File: config.mk
export PLATFORM = sky130hd
export DESIGN_NAME = tte_ctrl_flat
export DESIGN_NICKNAME = d
export VERILOG_FILES = /design/src/rtl/transposition_table_engine_assert.svh /design/src/rtl/tte_pkg.sv /design/src/rtl/tte_if.sv /design/src/rtl/tte_ctrl.sv /design/src/flat_wrapper.sv
export SDC_FILE = /design/constraint.sdc
export NUM_CORES = 1
export LEC_CHECK = 0
export BUFFER_PORTS_ARGS = -buffer_cell sky130_fd_sc_hd__buf_2
export CELL_PAD_IN_SITES_DETAIL_PLACEMENT = 0
export CELL_PAD_IN_SITES_GLOBAL_PLACEMENT = 1
export CORE_UTILIZATION = 30
export DETAILED_ROUTE_END_ITERATION = 6
export PLACE_DENSITY_LB_ADDON = 0.1
export SLEW_MARGIN = 10
export SYNTH_ARGS = -nofsm -noshare
export SYNTH_HDL_FRONTEND = slang
export SYNTH_SLANG_ARGS = --single-unit
File: constraint.sdc
create_clock -name clk -period 2.3 [get_ports clk]
set_input_delay 0.575 -clock clk [delete_from_list [all_inputs] [get_ports clk]]
set_output_delay 0.575 -clock clk [all_outputs]
set_load 0.03 [all_outputs]
File: src/rtl/transposition_table_engine_assert.svh
// ---------------------------------------------------------------------------
// Transposition table engine assertion macros
// Concurrent checks clocked on clk, disabled while rst_n is low.
// ---------------------------------------------------------------------------
`ifndef TRANSPOSITION_TABLE_ENGINE_ASSERT_SVH
`define TRANSPOSITION_TABLE_ENGINE_ASSERT_SVH

`ifndef ASSERT_OFF
// antecedent implies consequent in the same cycle
`define TTE_ASSERT_IMPL(label, ante, cons) \
    label: assert property (@(posedge clk) disable iff (!rst_n) (ante) |-> (cons)) \
        else $error("tte assertion failed");
// antecedent implies consequent in the next cycle
`define TTE_ASSERT_NEXT(label, ante, cons) \
    label: assert property (@(posedge clk) disable iff (!rst_n) (ante) |=> (cons)) \
        else $error("tte assertion failed");
`else
`define TTE_ASSERT_IMPL(label, ante, cons)
`define TTE_ASSERT_NEXT(label, ante, cons)
`endif

`endif

File: src/rtl/tte_pkg.sv
// ---------------------------------------------------------------------------
// tte_pkg
// Shared widths, operation codes and types of the transposition table engine.
// ---------------------------------------------------------------------------
package tte_pkg;

    localparam int DEF_INDEX_BITS = 16;
    localparam int KEY_W          = 64;
    localparam int DEPTH_W        = 7;
    localparam int SCORE_W        = 16;
    localparam int FLAG_W         = 2;
    localparam int SQ_W           = 6;
    localparam int EXTRA_W        = 8;
    localparam int USED_W         = 17;
    localparam int OP_W           = 2;

    localparam logic [OP_W-1:0] OP_PROBE = 2'd0;
    localparam logic [OP_W-1:0] OP_STORE = 2'd1;
    localparam logic [OP_W-1:0] OP_CLEAR = 2'd2;

    // stored slot payload; move part packs from | to<<6 | extra<<12
    typedef struct packed {
        logic [DEPTH_W-1:0] depth;
        logic [SCORE_W-1:0] score;
        logic [FLAG_W-1:0]  flag;
        logic [EXTRA_W-1:0] move_extra;
        logic [SQ_W-1:0]    move_to;
        logic [SQ_W-1:0]    move_from;
    } slot_data_t;

    localparam int SLOT_DATA_W = $bits(slot_data_t);

    typedef struct packed {
        logic rd_en;
        logic wr_en;
    } tte_mem_ctl_t;

    typedef struct packed {
        logic clearing;
        logic in_flight;
    } tte_status_t;

endpackage

File: src/rtl/tte_if.sv
// ---------------------------------------------------------------------------
// tte_if
// Valid/ready channels for request and response words.
// ---------------------------------------------------------------------------
interface tte_req_if
    import tte_pkg::*;
();
    logic               valid;
    logic               ready;
    logic [OP_W-1:0]    operation;
    logic [KEY_W-1:0]   key;
    logic [DEPTH_W-1:0] depth;
    logic signed [SCORE_W-1:0] score;
    logic [FLAG_W-1:0]  flag;
    logic [SQ_W-1:0]    move_from;
    logic [SQ_W-1:0]    move_to;
    logic [EXTRA_W-1:0] move_extra;

    modport source (output valid, operation, key, depth, score, flag,
                    move_from, move_to, move_extra, input ready);
    modport sink   (input valid, operation, key, depth, score, flag,
                    move_from, move_to, move_extra, output ready);
endinterface

interface tte_rsp_if
    import tte_pkg::*;
();
    logic               valid;
    logic               ready;
    logic               hit;
    logic [DEPTH_W-1:0] hit_depth;
    logic signed [SCORE_W-1:0] hit_score;
    logic [FLAG_W-1:0]  hit_flag;
    logic [SQ_W-1:0]    hit_move_from;
    logic [SQ_W-1:0]    hit_move_to;
    logic [EXTRA_W-1:0] hit_move_extra;
    logic               replaced;
    logic [USED_W-1:0]  used_count;

    modport source (output valid, hit, hit_depth, hit_score, hit_flag, hit_move_from,
                    hit_move_to, hit_move_extra, replaced, used_count, input ready);
    modport sink   (input valid, hit, hit_depth, hit_score, hit_flag, hit_move_from,
                    hit_move_to, hit_move_extra, replaced, used_count, output ready);
endinterface

File: src/rtl/tte_ctrl.sv
// ---------------------------------------------------------------------------
// tte_ctrl
// Sequencer: request capture, read-modify-write of one slot, clear sweep,
// fill count and response register.
// ---------------------------------------------------------------------------
module tte_ctrl
    import tte_pkg::*;
#(
    parameter int INDEX_BITS = DEF_INDEX_BITS,
    parameter int WORD_W     = 1 + KEY_W - INDEX_BITS + SLOT_DATA_W
) (
    input  logic                  clk,
    input  logic                  rst_n,
    tte_req_if.sink               req,
    tte_rsp_if.source             rsp,
    output tte_mem_ctl_t          mem_ctl,
    output logic [INDEX_BITS-1:0] rd_addr,
    input  logic [WORD_W-1:0]     rd_data,
    output logic [INDEX_BITS-1:0] wr_addr,
    output logic [WORD_W-1:0]     wr_data,
    output tte_status_t           status
);

    localparam int TAG_W = KEY_W - INDEX_BITS;
    localparam int CNT_W = INDEX_BITS + 1;

    typedef enum logic [1:0] {ST_CLEAR, ST_IDLE, ST_LOOKUP} state_t;

    state_t                state_reg, state_next;
    logic [INDEX_BITS-1:0] clear_ptr_reg, clear_ptr_next;
    logic [CNT_W-1:0]      count_reg, count_next;
    logic [OP_W-1:0]       op_reg, op_next;
    logic [KEY_W-1:0]      key_reg, key_next;
    slot_data_t            data_reg, data_next;

    logic                  rsp_valid_reg, rsp_valid_next;
    logic                  hit_reg, hit_next;
    slot_data_t            hit_data_reg, hit_data_next;
    logic                  replaced_reg, replaced_next;

    logic                  accept;
    logic                  out_free;
    logic                  rd_valid;
    logic [TAG_W-1:0]      rd_tag;
    slot_data_t            rd_info;
    logic                  tag_match;
    logic                  replace;

    assign req.ready = (state_reg == ST_IDLE);
    assign accept    = req.valid && req.ready;
    assign out_free  = !rsp_valid_reg || rsp.ready;

    assign rd_valid  = rd_data[WORD_W-1];
    assign rd_tag    = rd_data[WORD_W-2 -: TAG_W];
    assign rd_info   = slot_data_t'(rd_data[SLOT_DATA_W-1:0]);
    assign tag_match = (rd_tag == key_reg[KEY_W-1:INDEX_BITS]);
    assign replace   = !rd_valid || !tag_match || (data_reg.depth >= rd_info.depth);

    assign rd_addr   = req.key[INDEX_BITS-1:0];

    always_comb
    begin
        state_next     = state_reg;
        clear_ptr_next = clear_ptr_reg;
        count_next     = count_reg;
        op_next        = op_reg;
        key_next       = key_reg;
        data_next      = data_reg;
        rsp_valid_next = rsp_valid_reg && !rsp.ready;
        hit_next       = hit_reg;
        hit_data_next  = hit_data_reg;
        replaced_next  = replaced_reg;
        mem_ctl.rd_en  = 1'b0;
        mem_ctl.wr_en  = 1'b0;
        wr_addr        = key_reg[INDEX_BITS-1:0];
        wr_data        = {1'b1, key_reg[KEY_W-1:INDEX_BITS], data_reg};

        case (state_reg)
            ST_CLEAR:
            begin
                mem_ctl.wr_en  = 1'b1;
                wr_addr        = clear_ptr_reg;
                wr_data        = '0;
                clear_ptr_next = clear_ptr_reg + 1'b1;
                if (clear_ptr_reg == '1)
                begin
                    state_next = ST_IDLE;
                end
            end
            ST_IDLE:
            begin
                if (accept)
                begin
                    mem_ctl.rd_en = 1'b1;
                    op_next       = req.operation;
                    key_next      = req.key;
                    data_next     = '{depth: req.depth, score: req.score, flag: req.flag,
                                      move_extra: req.move_extra, move_to: req.move_to,
                                      move_from: req.move_from};
                    state_next    = ST_LOOKUP;
                end
            end
            ST_LOOKUP:
            begin
                // read data holds until the response register frees up
                if (out_free)
                begin
                    rsp_valid_next = 1'b1;
                    hit_next       = 1'b0;
                    hit_data_next  = '0;
                    replaced_next  = 1'b0;
                    state_next     = ST_IDLE;
                    case (op_reg)
                        OP_PROBE:
                        begin
                            if (rd_valid && tag_match)
                            begin
                                hit_next      = 1'b1;
                                hit_data_next = rd_info;
                            end
                        end
                        OP_STORE:
                        begin
                            if (!rd_valid)
                            begin
                                count_next = count_reg + 1'b1;
                            end
                            if (replace)
                            begin
                                mem_ctl.wr_en = 1'b1;
                                replaced_next = 1'b1;
                            end
                        end
                        OP_CLEAR:
                        begin
                            count_next     = '0;
                            clear_ptr_next = '0;
                            state_next     = ST_CLEAR;
                        end
                        default:
                        begin
                            count_next = count_reg;
                        end
                    endcase
                end
            end
            default:
            begin
                state_next = ST_IDLE;
            end
        endcase
    end

    always_ff @(posedge clk or negedge rst_n)
    begin
        if (!rst_n)
        begin
            state_reg     <= ST_CLEAR;
            clear_ptr_reg <= '0;
            count_reg     <= '0;
            op_reg        <= '0;
            key_reg       <= '0;
            data_reg      <= '0;
            rsp_valid_reg <= 1'b0;
            hit_reg       <= 1'b0;
            hit_data_reg  <= '0;
            replaced_reg  <= 1'b0;
        end
        else
        begin
            state_reg     <= state_next;
            clear_ptr_reg <= clear_ptr_next;
            count_reg     <= count_next;
            op_reg        <= op_next;
            key_reg       <= key_next;
            data_reg      <= data_next;
            rsp_valid_reg <= rsp_valid_next;
            hit_reg       <= hit_next;
            hit_data_reg  <= hit_data_next;
            replaced_reg  <= replaced_next;
        end
    end

    assign rsp.valid          = rsp_valid_reg;
    assign rsp.hit            = hit_reg;
    assign rsp.hit_depth      = hit_data_reg.depth;
    assign rsp.hit_score      = $signed(hit_data_reg.score);
    assign rsp.hit_flag       = hit_data_reg.flag;
    assign rsp.hit_move_from  = hit_data_reg.move_from;
    assign rsp.hit_move_to    = hit_data_reg.move_to;
    assign rsp.hit_move_extra = hit_data_reg.move_extra;
    assign rsp.replaced       = replaced_reg;
    // count is updated together with the response, so it matches the word
    assign rsp.used_count     = USED_W'(count_reg);

    assign status.clearing    = (state_reg == ST_CLEAR);
    assign status.in_flight   = (state_reg == ST_LOOKUP);

endmodule
File: src/flat_wrapper.sv
// flat-port wrapper written by rule: the top's interface ports become plain ports
module tte_ctrl_flat import tte_pkg::*;
#(
    parameter int INDEX_BITS = DEF_INDEX_BITS,
    parameter int WORD_W     = 1 + KEY_W - INDEX_BITS + SLOT_DATA_W
)
  (clk, rst_n, mem_ctl, rd_addr, rd_data, wr_addr, wr_data, status, req_valid, req_operation, req_key, req_depth, req_score, req_flag, req_move_from, req_move_to, req_move_extra, req_ready, rsp_valid, rsp_hit, rsp_hit_depth, rsp_hit_score, rsp_hit_flag, rsp_hit_move_from, rsp_hit_move_to, rsp_hit_move_extra, rsp_replaced, rsp_used_count, rsp_ready);
  tte_req_if req_i ();
  tte_rsp_if rsp_i ();
  input  logic clk;
  input  logic rst_n;
  output tte_mem_ctl_t mem_ctl;
  output logic [INDEX_BITS-1:0] rd_addr;
  input  logic [WORD_W-1:0] rd_data;
  output logic [INDEX_BITS-1:0] wr_addr;
  output logic [WORD_W-1:0] wr_data;
  output tte_status_t status;
  input wire logic [$bits(req_i.valid)-1:0] req_valid;
  input wire logic [$bits(req_i.operation)-1:0] req_operation;
  input wire logic [$bits(req_i.key)-1:0] req_key;
  input wire logic [$bits(req_i.depth)-1:0] req_depth;
  input wire logic [$bits(req_i.score)-1:0] req_score;
  input wire logic [$bits(req_i.flag)-1:0] req_flag;
  input wire logic [$bits(req_i.move_from)-1:0] req_move_from;
  input wire logic [$bits(req_i.move_to)-1:0] req_move_to;
  input wire logic [$bits(req_i.move_extra)-1:0] req_move_extra;
  output wire logic [$bits(req_i.ready)-1:0] req_ready;
  output wire logic [$bits(rsp_i.valid)-1:0] rsp_valid;
  output wire logic [$bits(rsp_i.hit)-1:0] rsp_hit;
  output wire logic [$bits(rsp_i.hit_depth)-1:0] rsp_hit_depth;
  output wire logic [$bits(rsp_i.hit_score)-1:0] rsp_hit_score;
  output wire logic [$bits(rsp_i.hit_flag)-1:0] rsp_hit_flag;
  output wire logic [$bits(rsp_i.hit_move_from)-1:0] rsp_hit_move_from;
  output wire logic [$bits(rsp_i.hit_move_to)-1:0] rsp_hit_move_to;
  output wire logic [$bits(rsp_i.hit_move_extra)-1:0] rsp_hit_move_extra;
  output wire logic [$bits(rsp_i.replaced)-1:0] rsp_replaced;
  output wire logic [$bits(rsp_i.used_count)-1:0] rsp_used_count;
  input wire logic [$bits(rsp_i.ready)-1:0] rsp_ready;
  assign req_i.valid = req_valid;
  assign req_i.operation = req_operation;
  assign req_i.key = req_key;
  assign req_i.depth = req_depth;
  assign req_i.score = req_score;
  assign req_i.flag = req_flag;
  assign req_i.move_from = req_move_from;
  assign req_i.move_to = req_move_to;
  assign req_i.move_extra = req_move_extra;
  assign req_ready = req_i.ready;
  assign rsp_valid = rsp_i.valid;
  assign rsp_hit = rsp_i.hit;
  assign rsp_hit_depth = rsp_i.hit_depth;
  assign rsp_hit_score = rsp_i.hit_score;
  assign rsp_hit_flag = rsp_i.hit_flag;
  assign rsp_hit_move_from = rsp_i.hit_move_from;
  assign rsp_hit_move_to = rsp_i.hit_move_to;
  assign rsp_hit_move_extra = rsp_i.hit_move_extra;
  assign rsp_replaced = rsp_i.replaced;
  assign rsp_used_count = rsp_i.used_count;
  assign rsp_i.ready = rsp_ready;
  tte_ctrl #(.INDEX_BITS(INDEX_BITS), .WORD_W(WORD_W)) u_core (.clk(clk), .rst_n(rst_n), .req(req_i), .rsp(rsp_i), .mem_ctl(mem_ctl), .rd_addr(rd_addr), .rd_data(rd_data), .wr_addr(wr_addr), .wr_data(wr_data), .status(status));
endmodule
---- Word level (Yosys, flattened, before mapping) ----
Index checks and enable logic that the tools add are counted.
operators by class
  reductions and logical operators ........ 19
  muxes and demuxes ....................... 24
  $add $sub $neg .......................... 2
  order comparisons ....................... 1
  eq/ne operators ......................... 11
operators with widths
  operator               number
  $mux 94                1
  $mux 45                2
  $eq 48x48->1           1
  $mux 16                3
  $pmux 17 s2            1
  $pmux 16 s2            1
  $add 17x1->17 const B  1
  $mux 17                1
  $add 16x1->16 const B  1
  $eq 16x16->1 const B   1
  $mux 1                 10
  $ge 7x7->1             1
  $mux 2                 3
  $ne 2x1->1 const B     3
  $pmux 2 s3             1
  $reduce_and 3->1       2
  $eq 2x1->1 const B     2
  $eq 2x2->1 const B     2
  $logic_not 1->1        4
  $logic_not 2->1        2
  $ne 2x2->1 const B     2
  $reduce_and 2->1       2
  $reduce_and 4->1       1
  $reduce_bool 2->1      2
  other kinds (3)        7
word-level totals
  flip-flop bits (word level) ............. 194
  bits of input ports ..................... 209
  word-level logic and storage cells ...... 77
  output and inout bits ................... 196

---- Depth between registers and ports, before layout ----
Gate-level depths: netlist (run 1).
  depth in word-level cells ............... 8
  mapped depth ............................ 8
  mapped depth without buffers ............ 8

---- Worst setup path before layout (run 1) ----
OpenSTA, ideal clock, no wires.
  path kind ............................... register to output
  from .................................... register u_core.state_reg[1]
  to ...................................... output port wr_addr[1]
  arrival ................................. 2.080 ns
  buffers on the path ..................... 3
  slack ................................... -0.355 ns
  data required time ...................... 1.725 ns
  cell stages (with the launch flop) ...... 6
  path through ............................ dfrtp_1 or2_2 clkbuf_1 clkbuf_1 clkbuf_1 o21ai_0
on the way
  longest elaborated chain between the ends .. 2
ends and longest elaborated chain
  item                    line                RTL
  start, declared         tte_ctrl.sv:29      state_t state_reg, state_next;
  start signal, assigned  tte_ctrl.sv:171     state_reg <= state_next;
  $logic_not 2->1         tte_ctrl.sv:78      case (state_reg)
  $mux 16                 tte_ctrl.sv:78
  end, declared           flat_wrapper.sv:15  output logic [INDEX_BITS-1:0] wr_addr;
No other way between the ends.

==> out/summary.txt, run 1 <==
accumulated negative setup slack - -23.90 ns
Top delay family on crit path - simple AND/OR/NAND/NOR gates
crit-path max FO - 2
Syn Std Cell Area - 9160 um2
commonest cells after routing, fill and taps aside - sky130_fd_sc_hd__nand2_1, sky130_fd_sc_hd__buf_2, sky130_fd_sc_hd__dfrtp_1
area share of the leading cell type in the synthesized netlist - 0.530
wire length of the first global-routing pass - 51000 um
number of design-rule violations left by the first detailed-router iteration - 367
crit path kind - flop to primary output
number of maximum-capacitance constraint violations - 0
post-DP HPWL - 22100 um
cell with the largest stage delay on the worst path - sky130_fd_sc_hd__dfrtp_1
worst-margin pin slew - 0.611 ns
Setup crit end kind - primary output
origin of the critical flop-to-flop path - u_core.key_reg[63]
total power divided by cell area - 1350 nW/um2
Min-Delay Path Class - input port to asynchronous set/reset pin
area grow syn2layout - 57.2%
Synth Flop Type - sky130_fd_sc_hd__dfrtp_1
area fraction in compound gates after synthesis - 0.0693
top cells by area in the synthesized netlist - sky130_fd_sc_hd__dfrtp_1, sky130_fd_sc_hd__nand2_1, sky130_fd_sc_hd__and2_1, sky130_fd_sc_hd__xnor2_1, sky130_fd_sc_hd__a22o_1
Leak Pwr - 7.66 nW
syn_area_per_cell - 9.22 um2
average detailed-routed wire length per instance - 18.2 um
die width - 177 um
total of flip-flops plus latches after synthesis - 194
Synth Instances - 993
effective utilization at floorplan - 0.307
WP buf/inv - 3
endpoints failing hold - 0
total length of routed wires - 34100 um
buffer cell driving the clock tree root - sky130_fd_sc_hd__clkbuf_16
floorplan row count - 63
Critical Path Max Stage Delay - 0.40 ns
TritonCTS clock tree - yes
vias post-DR - 8488
cell type contributing the most total cell area after synthesis - sky130_fd_sc_hd__dfrtp_1
Reg clk slew, reported paths - 0.07 ns
Async S/R FF share, synth - 1.00
max-slew headroom at the worst pin - 0.593
slack of the critical path - -0.604 ns
category of the worst setup path launch point - flop
share of the clock period used by the worst path after layout - 1.26
cells traversed along the worst timing path - xnor2_1 > buf_4 > nand4_1 > nor4_2 > buf_4 > nand4_1 > o211ai_1 > nand2_2 > buf_6
post-synthesis sequential area ratio - 0.530
highest clock rate - 344 MHz
GRT Total Usage - 0.220
Die ar. - 31200 um2
largest vdd supply drop - 0.621 mV
main combinational cell family by area after synthesis - simple AND/OR/NAND/NOR gates
pin count of the biggest net entering global routing - 114
Largest register FFs - 64
Util after Layout - 0.483
data arrival time at the worst-slack endpoint - 2.33 ns
Net Count, Synth - 1211
distinct cell type count of the synthesized netlist - 40
unrepaired setup endpoints after global routing - true
synthesized-area fraction occupied by adder cells - 0.0123
net count of the finished layout - 1675
clock buffers created by TritonCTS - 17
most frequent standard cell in the layout excluding fill and tap cells - sky130_fd_sc_hd__nand2_1
clock skew after layout - 0.0127 ns
insertion delay of the later-clocked pin in the worst-skew pair - 0.45 ns
total number of H-tree levels - 4
number of enable flip-flop cells after synthesis - 0
ports placed on the boundary - 405
initial antenna violation count - 11
total of endpoints with negative setup slack in the final report - 130
vias in the first global route - 8468
failing checks - setup timing
final worst path period need - 2.90 ns
vias per cell - 4.55
residual overflow from global routing - 0
clock tree sinks - 194
CP Launch Point - u_core.key_reg[63]
routability congestion estimate from global placement - 0.787
Final Max Tran Viols - 0
Remaining DRCs - 0
Bufs on Longest Clock Path - 2
share of synthesized cell area in and, or, nand and nor gates - 0.267
share of synthesized area spent on multiplexers - 0.0183
die outline height - 177 um
post-synthesis xor/xnor area fraction - 0.0622
layout cells sized above 1 - 0.456
status - complete, but fails checks
worst path required time - 1.73 ns
count of yosys warnings during synthesis - 0
residual antenna-violating net count after detailed routing - 0
Std-Cell Core Area - 29800 um2
first-pass detailed-route iteration total - 4
# port buffers - 404
[per-stage QoR]
| stage | setup slack, ns | power [mW] | hold slack [ns] | cells | area (um2) |
|---|---|---|---|---|---|
| after floorplan | 0.00330 | 10.1 | 0.279 | 993 | 9190 |
| after global placement | -0.694 | 13.0 | 0.449 | 1786 | 12000 |
| after detailed placement | -0.656 | 13.1 | 0.454 | 1786 | 12000 |
| after CTS | -0.657 | 19.9 | 0.100 | 1863 | 14400 |
| after global routing | -0.789 | 20.7 | 0.116 | 1865 | 14400 |
| final | -0.604 | 19.5 | 0.0949 | 1867 | 14400 |
[synth_stat cells, types with 2 or more instances]
cell,instances
sky130_fd_sc_hd__nand4_1,21
sky130_fd_sc_hd__nor2b_1,4
sky130_fd_sc_hd__nand3_1,12
sky130_fd_sc_hd__a22o_1,45
sky130_fd_sc_hd__or3_1,11
sky130_fd_sc_hd__mux2_2,14
sky130_fd_sc_hd__nor4_1,2
sky130_fd_sc_hd__and3_1,7
sky130_fd_sc_hd__buf_1,5
sky130_fd_sc_hd__ha_1,9
sky130_fd_sc_hd__xor2_1,12
sky130_fd_sc_hd__nand2_1,352
sky130_fd_sc_hd__a21oi_1,17
sky130_fd_sc_hd__xnor2_1,53
sky130_fd_sc_hd__o21ai_0,20
sky130_fd_sc_hd__buf_4,16
sky130_fd_sc_hd__and2_1,92
sky130_fd_sc_hd__nand2b_1,4
sky130_fd_sc_hd__clkbuf_1,40
sky130_fd_sc_hd__nor2_1,25
sky130_fd_sc_hd__buf_2,4
sky130_fd_sc_hd__nor3_1,3
sky130_fd_sc_hd__inv_1,15
sky130_fd_sc_hd__dfrtp_1,194
[area by class of cell]
type	instances	area, um2
Timing Repair Buffer	508	4100
Clock inverter	11	101
Inverter	16	62.6
Multi-Input combinational cell	720	4310
Antenna cell	7	17.5
Clock buffer	21	460
Fill cell	2972	15400
Tap cell	390	488
Sequential cell	194	4860
[logic make-up (layout without fill, tap and decap cells)]
logic type | Yosys count | after routing
fa+ha+maj | 9 | 9
flops | 194 | 194
mux | 15 | 15
other cells | 0 | 7
compound gates | 88 | 88
buf+inv | 81 | 556
simple gates | 541 | 543
xor+xnor | 65 | 65
[report_power, final]
group	switching [mW]	leakage, nW	internal (mW)	total (mW)
sequential	0.812	2.52	4.45	5.26
combinational	5.76	4.86	5.50	11.3
clock	1.40	0.278	1.56	2.96
[final timing paths]
check                                            endpoint  cells after the start  slack (ns)
max in group asynchronous        u_core.rsp.hit_score[10]                      2        1.57
worst min register to register         u_core.key_reg[15]                      2        0.47
worst min-delay path                    u_core.key_reg[7]                      1        0.09
worst max register to register  u_core.rsp.hit_move_to[1]                     12       -0.06
worst max-delay path                           mem_ctl[0]                      9       -0.60
min in group clk                       u_core.key_reg[42]                      3        0.31
[layer usage]
metal  vias to the layer above  GRT usage  wire [um]
li1                       4139          -          -
met1                      4059      0.278      14700
met2                       247      0.355      16500
met3                        35     0.0711       2260
met4                         8     0.0679        582
met5                         -          0         53
[what timing repair did]
item                       CTS  global route
setup endpoints to repair  158           164
hold buffers                 0             0
gates resized for setup    347            14
pin swaps                   81            15
gates cloned                21             2
setup buffers               25             2
Power figures use the tool's default switching activity.
==> inputs of run 2 (changes only) <==
--- a/config.mk
+++ b/config.mk
@@ -10,6 +10,7 @@
 export CELL_PAD_IN_SITES_GLOBAL_PLACEMENT = 1
 export CORE_UTILIZATION = 30
 export DETAILED_ROUTE_END_ITERATION = 6
+export HOLD_SLACK_MARGIN = 0.05
 export PLACE_DENSITY_LB_ADDON = 0.1
 export SLEW_MARGIN = 10
 export SYNTH_ARGS = -nofsm -noshare
==> constraint.sdc (replaced) <==
create_clock -name clk -period 3.58 [get_ports clk]
set_input_delay 0.895 -clock clk [delete_from_list [all_inputs] [get_ports clk]]
set_output_delay 0.895 -clock clk [all_outputs]
set_load 0.03 [all_outputs]
==> run 2 against run 1 <==
The run now ends clean. Sequential power fell by 35%. Die area did not move. Hold slack improved by 0.37 ns. Highest routed layer unchanged. Clock-buffer cell count fell by 3. Clock skew fell by 0.0016 ns. Register-to-register slack improved by 1.2 ns. Critical path depth did not move. Final cell count fell by 5.0%. Routed wire length fell by 12%. Total power fell by 49%. Setup slack improved by 0.67 ns.
==> out/summary.txt, run 2 (synthesis gave the netlist of run 1 again) <==
clock skew after layout - 0.0112 ns (-0.00158 ns)
crit-path max FO - 2 (unchanged)
floorplan row count - 63 (unchanged)
cell with the largest stage delay on the worst path - sky130_fd_sc_hd__o211ai_1
number of cells in the finished layout apart from fillers - 1773 (-5.0%)
cells traversed along the worst timing path - buf_2 > xnor2_1 > nand4_1 > nor4_2 > buf_4 > nand4_1 > o211ai_1 > nand2_1 > buf_6
TritonCTS clock tree - yes
first-pass detailed-route iteration total - 5 (+1)
most common cell type on the critical path - sky130_fd_sc_hd__nand4_1
GRT Total Usage - 0.192 (-0.0277)
Largest register FFs - 64 (unchanged)
highest clock rate - 285 MHz
crit path kind - input port to primary output
Critical Path Max Stage Delay - 0.33 ns (-0.07 ns)
fill cell instance count of the final layout - 3158 (+6.3%)
pin count of the biggest net entering global routing - 92 (-19%)
count of hold buffers inserted by post-cts repair - 0 (unchanged)
smallest hold slack - 0.467 ns (+0.372 ns)
Final Max Tran Viols - 0 (unchanged)
accumulated negative setup slack - 0 ns (+23.90 ns)
Leak Pwr - 6.71 nW (-12%)
effective utilization at floorplan - 0.307 (unchanged)
number of design-rule violations left by the first detailed-router iteration - 451 (+23%)
buffer cell driving the clock tree root - sky130_fd_sc_hd__clkbuf_16
wire length of the first global-routing pass - 45600 um (-10%)
Top delay family on crit path - simple AND/OR/NAND/NOR gates
number of cells in the design after placement - 1736 (-2.8%)
vias post-DR - 7957 (-6.3%)
post-DP HPWL - 21600 um (-2.4%)
area grow syn2layout - 33.1%
layout cells sized above 1 - 0.348 (-0.108)
total of endpoints with negative setup slack in the final report - 0 (-100%)
Setup crit end kind - primary output
clock tree sinks - 194 (unchanged)
status - complete, no violations
commonest cells after routing, fill and taps aside - sky130_fd_sc_hd__buf_2, sky130_fd_sc_hd__nand2_1, sky130_fd_sc_hd__dfrtp_1
routability congestion estimate from global placement - 0.812 (+3.2%)
die width - 177 um (unchanged)
Die ar. - 31200 um2 (unchanged)
total length of routed wires - 29900 um (-12%)
max-slew headroom at the worst pin - 0.294 (-0.299)
worst slack, placed - -0.236 ns (+0.420 ns)
net count of the finished layout - 1584 (-5.4%)
worst-margin pin slew - 1.06 ns (+0.448 ns)
average detailed-routed wire length per instance - 16.9 um (-7.5%)
Min-Delay Path Class - flop to flop
WP buf/inv - 3 (unchanged)
total power divided by cell area - 810 nW/um2 (-40%)
ports placed on the boundary - 405 (unchanged)
most frequent standard cell in the layout excluding fill and tap cells - sky130_fd_sc_hd__buf_2
largest vdd supply drop - 0.477 mV (-23%)
data arrival time at the worst-slack endpoint - 2.62 ns (+0.29 ns)
final worst path period need - 3.51 ns
clock buffers created by TritonCTS - 17 (unchanged)
vias in the first global route - 7833 (-7.5%)
# port buffers - 404 (unchanged)
share of the clock period used by the worst path after layout - 0.981
worst path required time - 2.68 ns (+0.95 ns)
endpoints failing hold - 0 (unchanged)
Remaining DRCs - 0 (unchanged)
die outline height - 177 um (unchanged)
Std-Cell Core Area - 29800 um2 (unchanged)
category of the worst setup path launch point - input port
slack of the critical path - 0.0671 ns (+0.672 ns)
vias per cell - 4.49 (-1.3%)
initial antenna violation count - 7 (-4)
number of maximum-capacitance constraint violations - 0 (unchanged)
unrepaired setup endpoints after global routing - true
insertion delay of the later-clocked pin in the worst-skew pair - 0.44 ns (about the same)
Bufs on Longest Clock Path - 2 (unchanged)
residual antenna-violating net count after detailed routing - 0 (unchanged)
total number of H-tree levels - 4 (unchanged)
residual overflow from global routing - 0 (unchanged)
Reg clk slew, reported paths - 0.07 ns (about the same)
-- run 2: cell count changes in the layout (fill, tap and decap cells not counted), moves of 5 or more --
cell                     before  now
sky130_fd_sc_hd__and2_1       1   92
sky130_fd_sc_hd__and2_4      91    0
sky130_fd_sc_hd__buf_12      17    3
sky130_fd_sc_hd__buf_16      16    0
sky130_fd_sc_hd__buf_2      293  402
sky130_fd_sc_hd__buf_4       62   12
sky130_fd_sc_hd__buf_6      113    1
sky130_fd_sc_hd__inv_8        0    5
-- run 2: worst reg2reg max path: stages, from the launching register on --
cell                      delay (ns)
sky130_fd_sc_hd__dfrtp_1        0.47
sky130_fd_sc_hd__xnor2_1        0.19
sky130_fd_sc_hd__nand4_1        0.16
sky130_fd_sc_hd__nor4_2         0.24
sky130_fd_sc_hd__buf_4          0.15
sky130_fd_sc_hd__nand4_1        0.23
sky130_fd_sc_hd__buf_4          0.24
sky130_fd_sc_hd__nor4_4         0.14
sky130_fd_sc_hd__buf_4          0.33
sky130_fd_sc_hd__a22o_1         0.19
-- run 2: area by class of cell --
cell class / count / area, um2 / area share
Inverter: 16 / 62.6 / 0.00513
Antenna cell: 5 / 12.5 / 0.00103
Clock inverter: 13 / 143 / 0.0117
Timing Repair Buffer: 419 / 2190 / 0.180
Multi-Input combinational cell: 718 / 4000 / 0.328
Sequential cell: 194 / 4850 / 0.398
Clock buffer: 18 / 439 / 0.0360
Tap cell: 390 / 488 / 0.0400
-- run 2: report_power, final --
| group | internal (mW) | switching, mW | leakage, nW | total, mW |
|---|---|---|---|---|
| Clock | 1.01 | 0.944 | 0.275 | 1.95 |
| Sequential | 2.86 | 0.587 | 2.52 | 3.44 |
| Combinational | 1.49 | 2.98 | 3.91 | 4.48 |
-- run 2: path summary, 6_finish.rpt --
path                                      from                        to  slack [ns]  depth (start not counted)
max                                rd_data[53]                mem_ctl[0]        0.07                          9
min                        u_core.data_reg[29]       u_core.data_reg[29]        0.47                          2
max reg2reg                 u_core.key_reg[19]  u_core.rsp.hit_score[10]        1.18                          9
min reg2reg                u_core.data_reg[29]       u_core.data_reg[29]        0.47                          2
max in group asynchronous                rst_n       u_core.data_reg[20]        2.31                          2
min in group asynchronous                rst_n  u_core.rsp.hit_score[12]        0.49                          1
-- run 2: stage by stage --
stage | total power, mW | cell area (um2) | utilization
global route | 10.6 | 12200 | 0.408
detailed placement | 8.01 | 11500 | 0.387
global placement | 7.99 | 11500 | 0.387
CTS | 10.0 | 12200 | 0.408
finish | 9.87 | 12200 | 0.409
floorplan | 6.45 | 9160 | -
-- run 2: timing repair --
| item | 4_1_cts | 5_1_grt |
|---|---|---|
| setup buffers | 1 | 0 |
| resized for setup | 6 | 2 |
| endpoints found under the setup margin | 1 | 1 |
| pin swaps | 6 | 2 |
-- run 2: layer usage --
| metal | track usage | vias to the layer above | wire, um |
|---|---|---|---|
| met5 | 0 | - | 18 |
| met4 | 0.0435 | 4 | 292 |
| met3 | 0.0638 | 19 | 2170 |
| met2 | 0.310 | 229 | 14200 |
| met1 | 0.247 | 3765 | 13200 |
| li1 | - | 3940 | - |
==> inputs of run 3 (changes only) <==
--- a/config.mk
+++ b/config.mk
@@ -9,6 +9,7 @@
 export CELL_PAD_IN_SITES_DETAIL_PLACEMENT = 0
 export CELL_PAD_IN_SITES_GLOBAL_PLACEMENT = 1
 export CORE_UTILIZATION = 30
+export CTS_BUF_LIST = sky130_fd_sc_hd__clkbuf_8
 export DETAILED_ROUTE_END_ITERATION = 6
 export HOLD_SLACK_MARGIN = 0.05
 export PLACE_DENSITY_LB_ADDON = 0.1
==> run 3 against run 2 <==
Register-to-register slack got worse by 0.03 ns. Sequential share of layout area increased by 0.50 points. Die area unchanged. Cell area decreased by 1.2%. Utilization decreased by 0.48 points. Critical endpoint unchanged.
==> out/summary.txt, run 3 (synthesis gave the netlist of run 1 again) <==
post-DP HPWL - 21600 um (unchanged)
initial antenna violation count - 7 (unchanged)
buffer cell driving the clock tree root - sky130_fd_sc_hd__clkbuf_8
pin count of the biggest net entering global routing - 92 (unchanged)
Final Max Tran Viols - 0 (unchanged)
number of cells in the finished layout apart from fillers - 1775 (+0.11%)
clock tree sinks - 194 (unchanged)
net switching component of the power - 4.47 mW (-0.96%)
crit path kind - input port to primary output
total of endpoints with negative setup slack in the final report - 0 (unchanged)
Std-Cell Core Area - 29800 um2 (unchanged)
Worst R2R Setup Slack - 1.15 ns (-0.03 ns)
switching portion of total power - 0.474 (+0.0165)
net count of the finished layout - 1586 (+0.13%)
total power divided by cell area - 784 nW/um2 (-3.3%)
first-pass detailed-route iteration total - 7 (+2)
area grow syn2layout - 31.5%
placed inst area - 11500 um2 (unchanged)
category of the worst setup path launch point - input port
number of maximum-capacitance constraint violations - 0 (unchanged)
GRT Total Usage - 0.192 (-0.000363)
Util after Layout - 0.404 (-0.00479)
endpoints failing hold - 0 (unchanged)
TritonCTS clock tree - yes
data arrival time at the worst-slack endpoint - 2.66 ns (+0.04 ns)
Reg-to-Reg End - u_core.rsp.hit_score[10]
Leak Pwr - 6.64 nW (-1.1%)
wire length of the first global-routing pass - 45600 um (about the same)
status - complete, no violations
Largest register FFs - 64 (unchanged)
vias post-DR - 7983 (+0.33%)
routability congestion estimate from global placement - 0.812 (unchanged)
floorplan row count - 63 (unchanged)
sequential group share of total power - 0.365 (+0.016)
share of the clock period used by the worst path after layout - 0.994 (+0.0123)
unrepaired setup endpoints after global routing - true
final std cell area, no fill - 12000 um2 (-1.2%)
cell depth of the worst flop-to-flop path - 9 (unchanged)
internal power - 4.96 mW (-7.3%)
Reg clk slew, reported paths - 0.11 ns (+0.04 ns)
largest vdd supply drop - 0.354 mV (-26%)
clock network fraction of design power - 0.157 (-0.040)
fill cell instance count of the final layout - 3170 (+0.38%)
smallest hold slack - 0.448 ns (-0.0185 ns)
worst path required time - 2.68 ns (about the same)
Min-Delay Path Class - input port to asynchronous set/reset pin
CP Launch Point - rd_data[92]
final worst path period need - 3.56 ns (+0.0441 ns)
Die ar. - 31200 um2 (unchanged)
worst-margin pin slew - 1.05 ns (-0.00567 ns)
number of design-rule violations left by the first detailed-router iteration - 384 (-15%)
die outline height - 177 um (unchanged)
commonest cells after routing, fill and taps aside - sky130_fd_sc_hd__buf_2, sky130_fd_sc_hd__nand2_1, sky130_fd_sc_hd__dfrtp_1
effective utilization at floorplan - 0.307 (unchanged)
total length of routed wires - 30000 um (+0.27%)
# port buffers - 404 (unchanged)
most frequent standard cell in the layout excluding fill and tap cells - sky130_fd_sc_hd__buf_2
max-slew headroom at the worst pin - 0.298 (+0.00378)
share of total power in combinational logic - 0.478 (+0.024)
residual antenna-violating net count after detailed routing - 0 (unchanged)
vias in the first global route - 7862 (+0.37%)
ports placed on the boundary - 405 (unchanged)
average detailed-routed wire length per instance - 16.9 um (+0.16%)
clock buffers created by TritonCTS - 17 (unchanged)
number of cells in the design after placement - 1736 (unchanged)
vias per cell - 4.50 (+0.21%)
insertion delay of the later-clocked pin in the worst-skew pair - 0.48 ns (+0.04 ns)
crit-path max FO - 2 (unchanged)
origin of the critical flop-to-flop path - u_core.key_reg[63]
count of hold buffers inserted by post-cts repair - 0 (unchanged)
residual overflow from global routing - 0 (unchanged)
highest clock rate - 281 MHz (-1.2%)
total number of H-tree levels - 4 (unchanged)
Setup crit end kind - primary output
layout cells sized above 1 - 0.351 (+0.00312)
die width - 177 um (unchanged)
Bufs on Longest Clock Path - 2 (unchanged)
Remaining DRCs - 0 (unchanged)
clock skew after layout - 0.0171 ns (+0.00590 ns)
==> run 3: cell count changes in the layout (fill, tap and decap cells not counted) <==
| cell | change |
|---|---|
| sky130_fd_sc_hd__dfrtp_1 | -3 |
| sky130_fd_sc_hd__buf_4 | +2 |
| sky130_fd_sc_hd__xnor2_4 | +1 |
| sky130_fd_sc_hd__clkbuf_8 | +17 |
| sky130_fd_sc_hd__dfrtp_2 | +3 |
| sky130_fd_sc_hd__clkbuf_16 | -17 |
| sky130_fd_sc_hd__buf_2 | -3 |
| sky130_fd_sc_hd__buf_6 | +3 |
| sky130_fd_sc_hd__xnor2_2 | -1 |
==> run 3: layout make-up <==
type / instances / area (um2) / area share
antenna: 5 / 12.5 / 0.00104
sequential: 194 / 4860 / 0.403
tap: 390 / 488 / 0.0405
inverter: 16 / 62.6 / 0.00520
clock buffer: 18 / 248 / 0.0206
multi-input combinational: 718 / 4010 / 0.333
clock inverter: 13 / 143 / 0.0118
timing repair buffer: 421 / 2220 / 0.184
==> run 3: what timing repair did <==
action | 4_1_cts | 5_1_grt
gates resized for setup | 10 | 5
endpoints found under the setup margin | 1 | 1
pin swaps | 6 | 9
gates cloned | 0 | 0
setup buffers | 2 | 1
==> run 3: per-layer routing <==
layer	share of wire	vias up	wire length (um)	track usage
met2	0.47	237	14200	0.311
met4	0.010	4	303	0.0435
li1	-	3945	-	-
met3	0.074	22	2210	0.0612
met1	0.44	3775	13200	0.248
met5	0.00060	-	18	0
==> run 3: worst max-delay path by stage <==
stage / end / depth (start not counted)
after detailed placement: mem_ctl[0] / 9
after global routing: mem_ctl[0] / 9
after CTS: mem_ctl[0] / 8
final: mem_ctl[0] / 9
after global placement: mem_ctl[0] / 9
after floorplan: mem_ctl[0] / 7
==> run 3: through the flow <==
stage	power, mW	setup TNS [ns]	setup slack [ns]
after floorplan	6.45	0	0.524
after global placement	7.99	-0.224	-0.224
after detailed placement	8.01	-0.236	-0.236
after CTS	9.58	0	0.000129
after global routing	10.1	-0.103	-0.103
final	9.44	0	0.0230
==> run 3: power by group through the flow <==
stage | Clock [mW] | Sequential (mW) | Combinational [mW]
after floorplan | 0 | 3.31 | 3.14
after global placement | 0 | 3.47 | 4.52
after detailed placement | 0 | 3.47 | 4.54
after CTS | 1.55 | 3.44 | 4.59
after global routing | 1.62 | 3.54 | 4.95
final | 1.48 | 3.44 | 4.51
==> run 3: worst max-delay path, cell delays in order <==
cell and delay, ns:
sky130_fd_sc_hd__buf_6 0.09, sky130_fd_sc_hd__xnor2_2 0.17, sky130_fd_sc_hd__nand4_1 0.16, sky130_fd_sc_hd__nor4_2 0.30, sky130_fd_sc_hd__buf_4 0.15, sky130_fd_sc_hd__nand4_1 0.22
sky130_fd_sc_hd__o211ai_1 0.33, sky130_fd_sc_hd__nand2_1 0.16, sky130_fd_sc_hd__buf_6 0.17
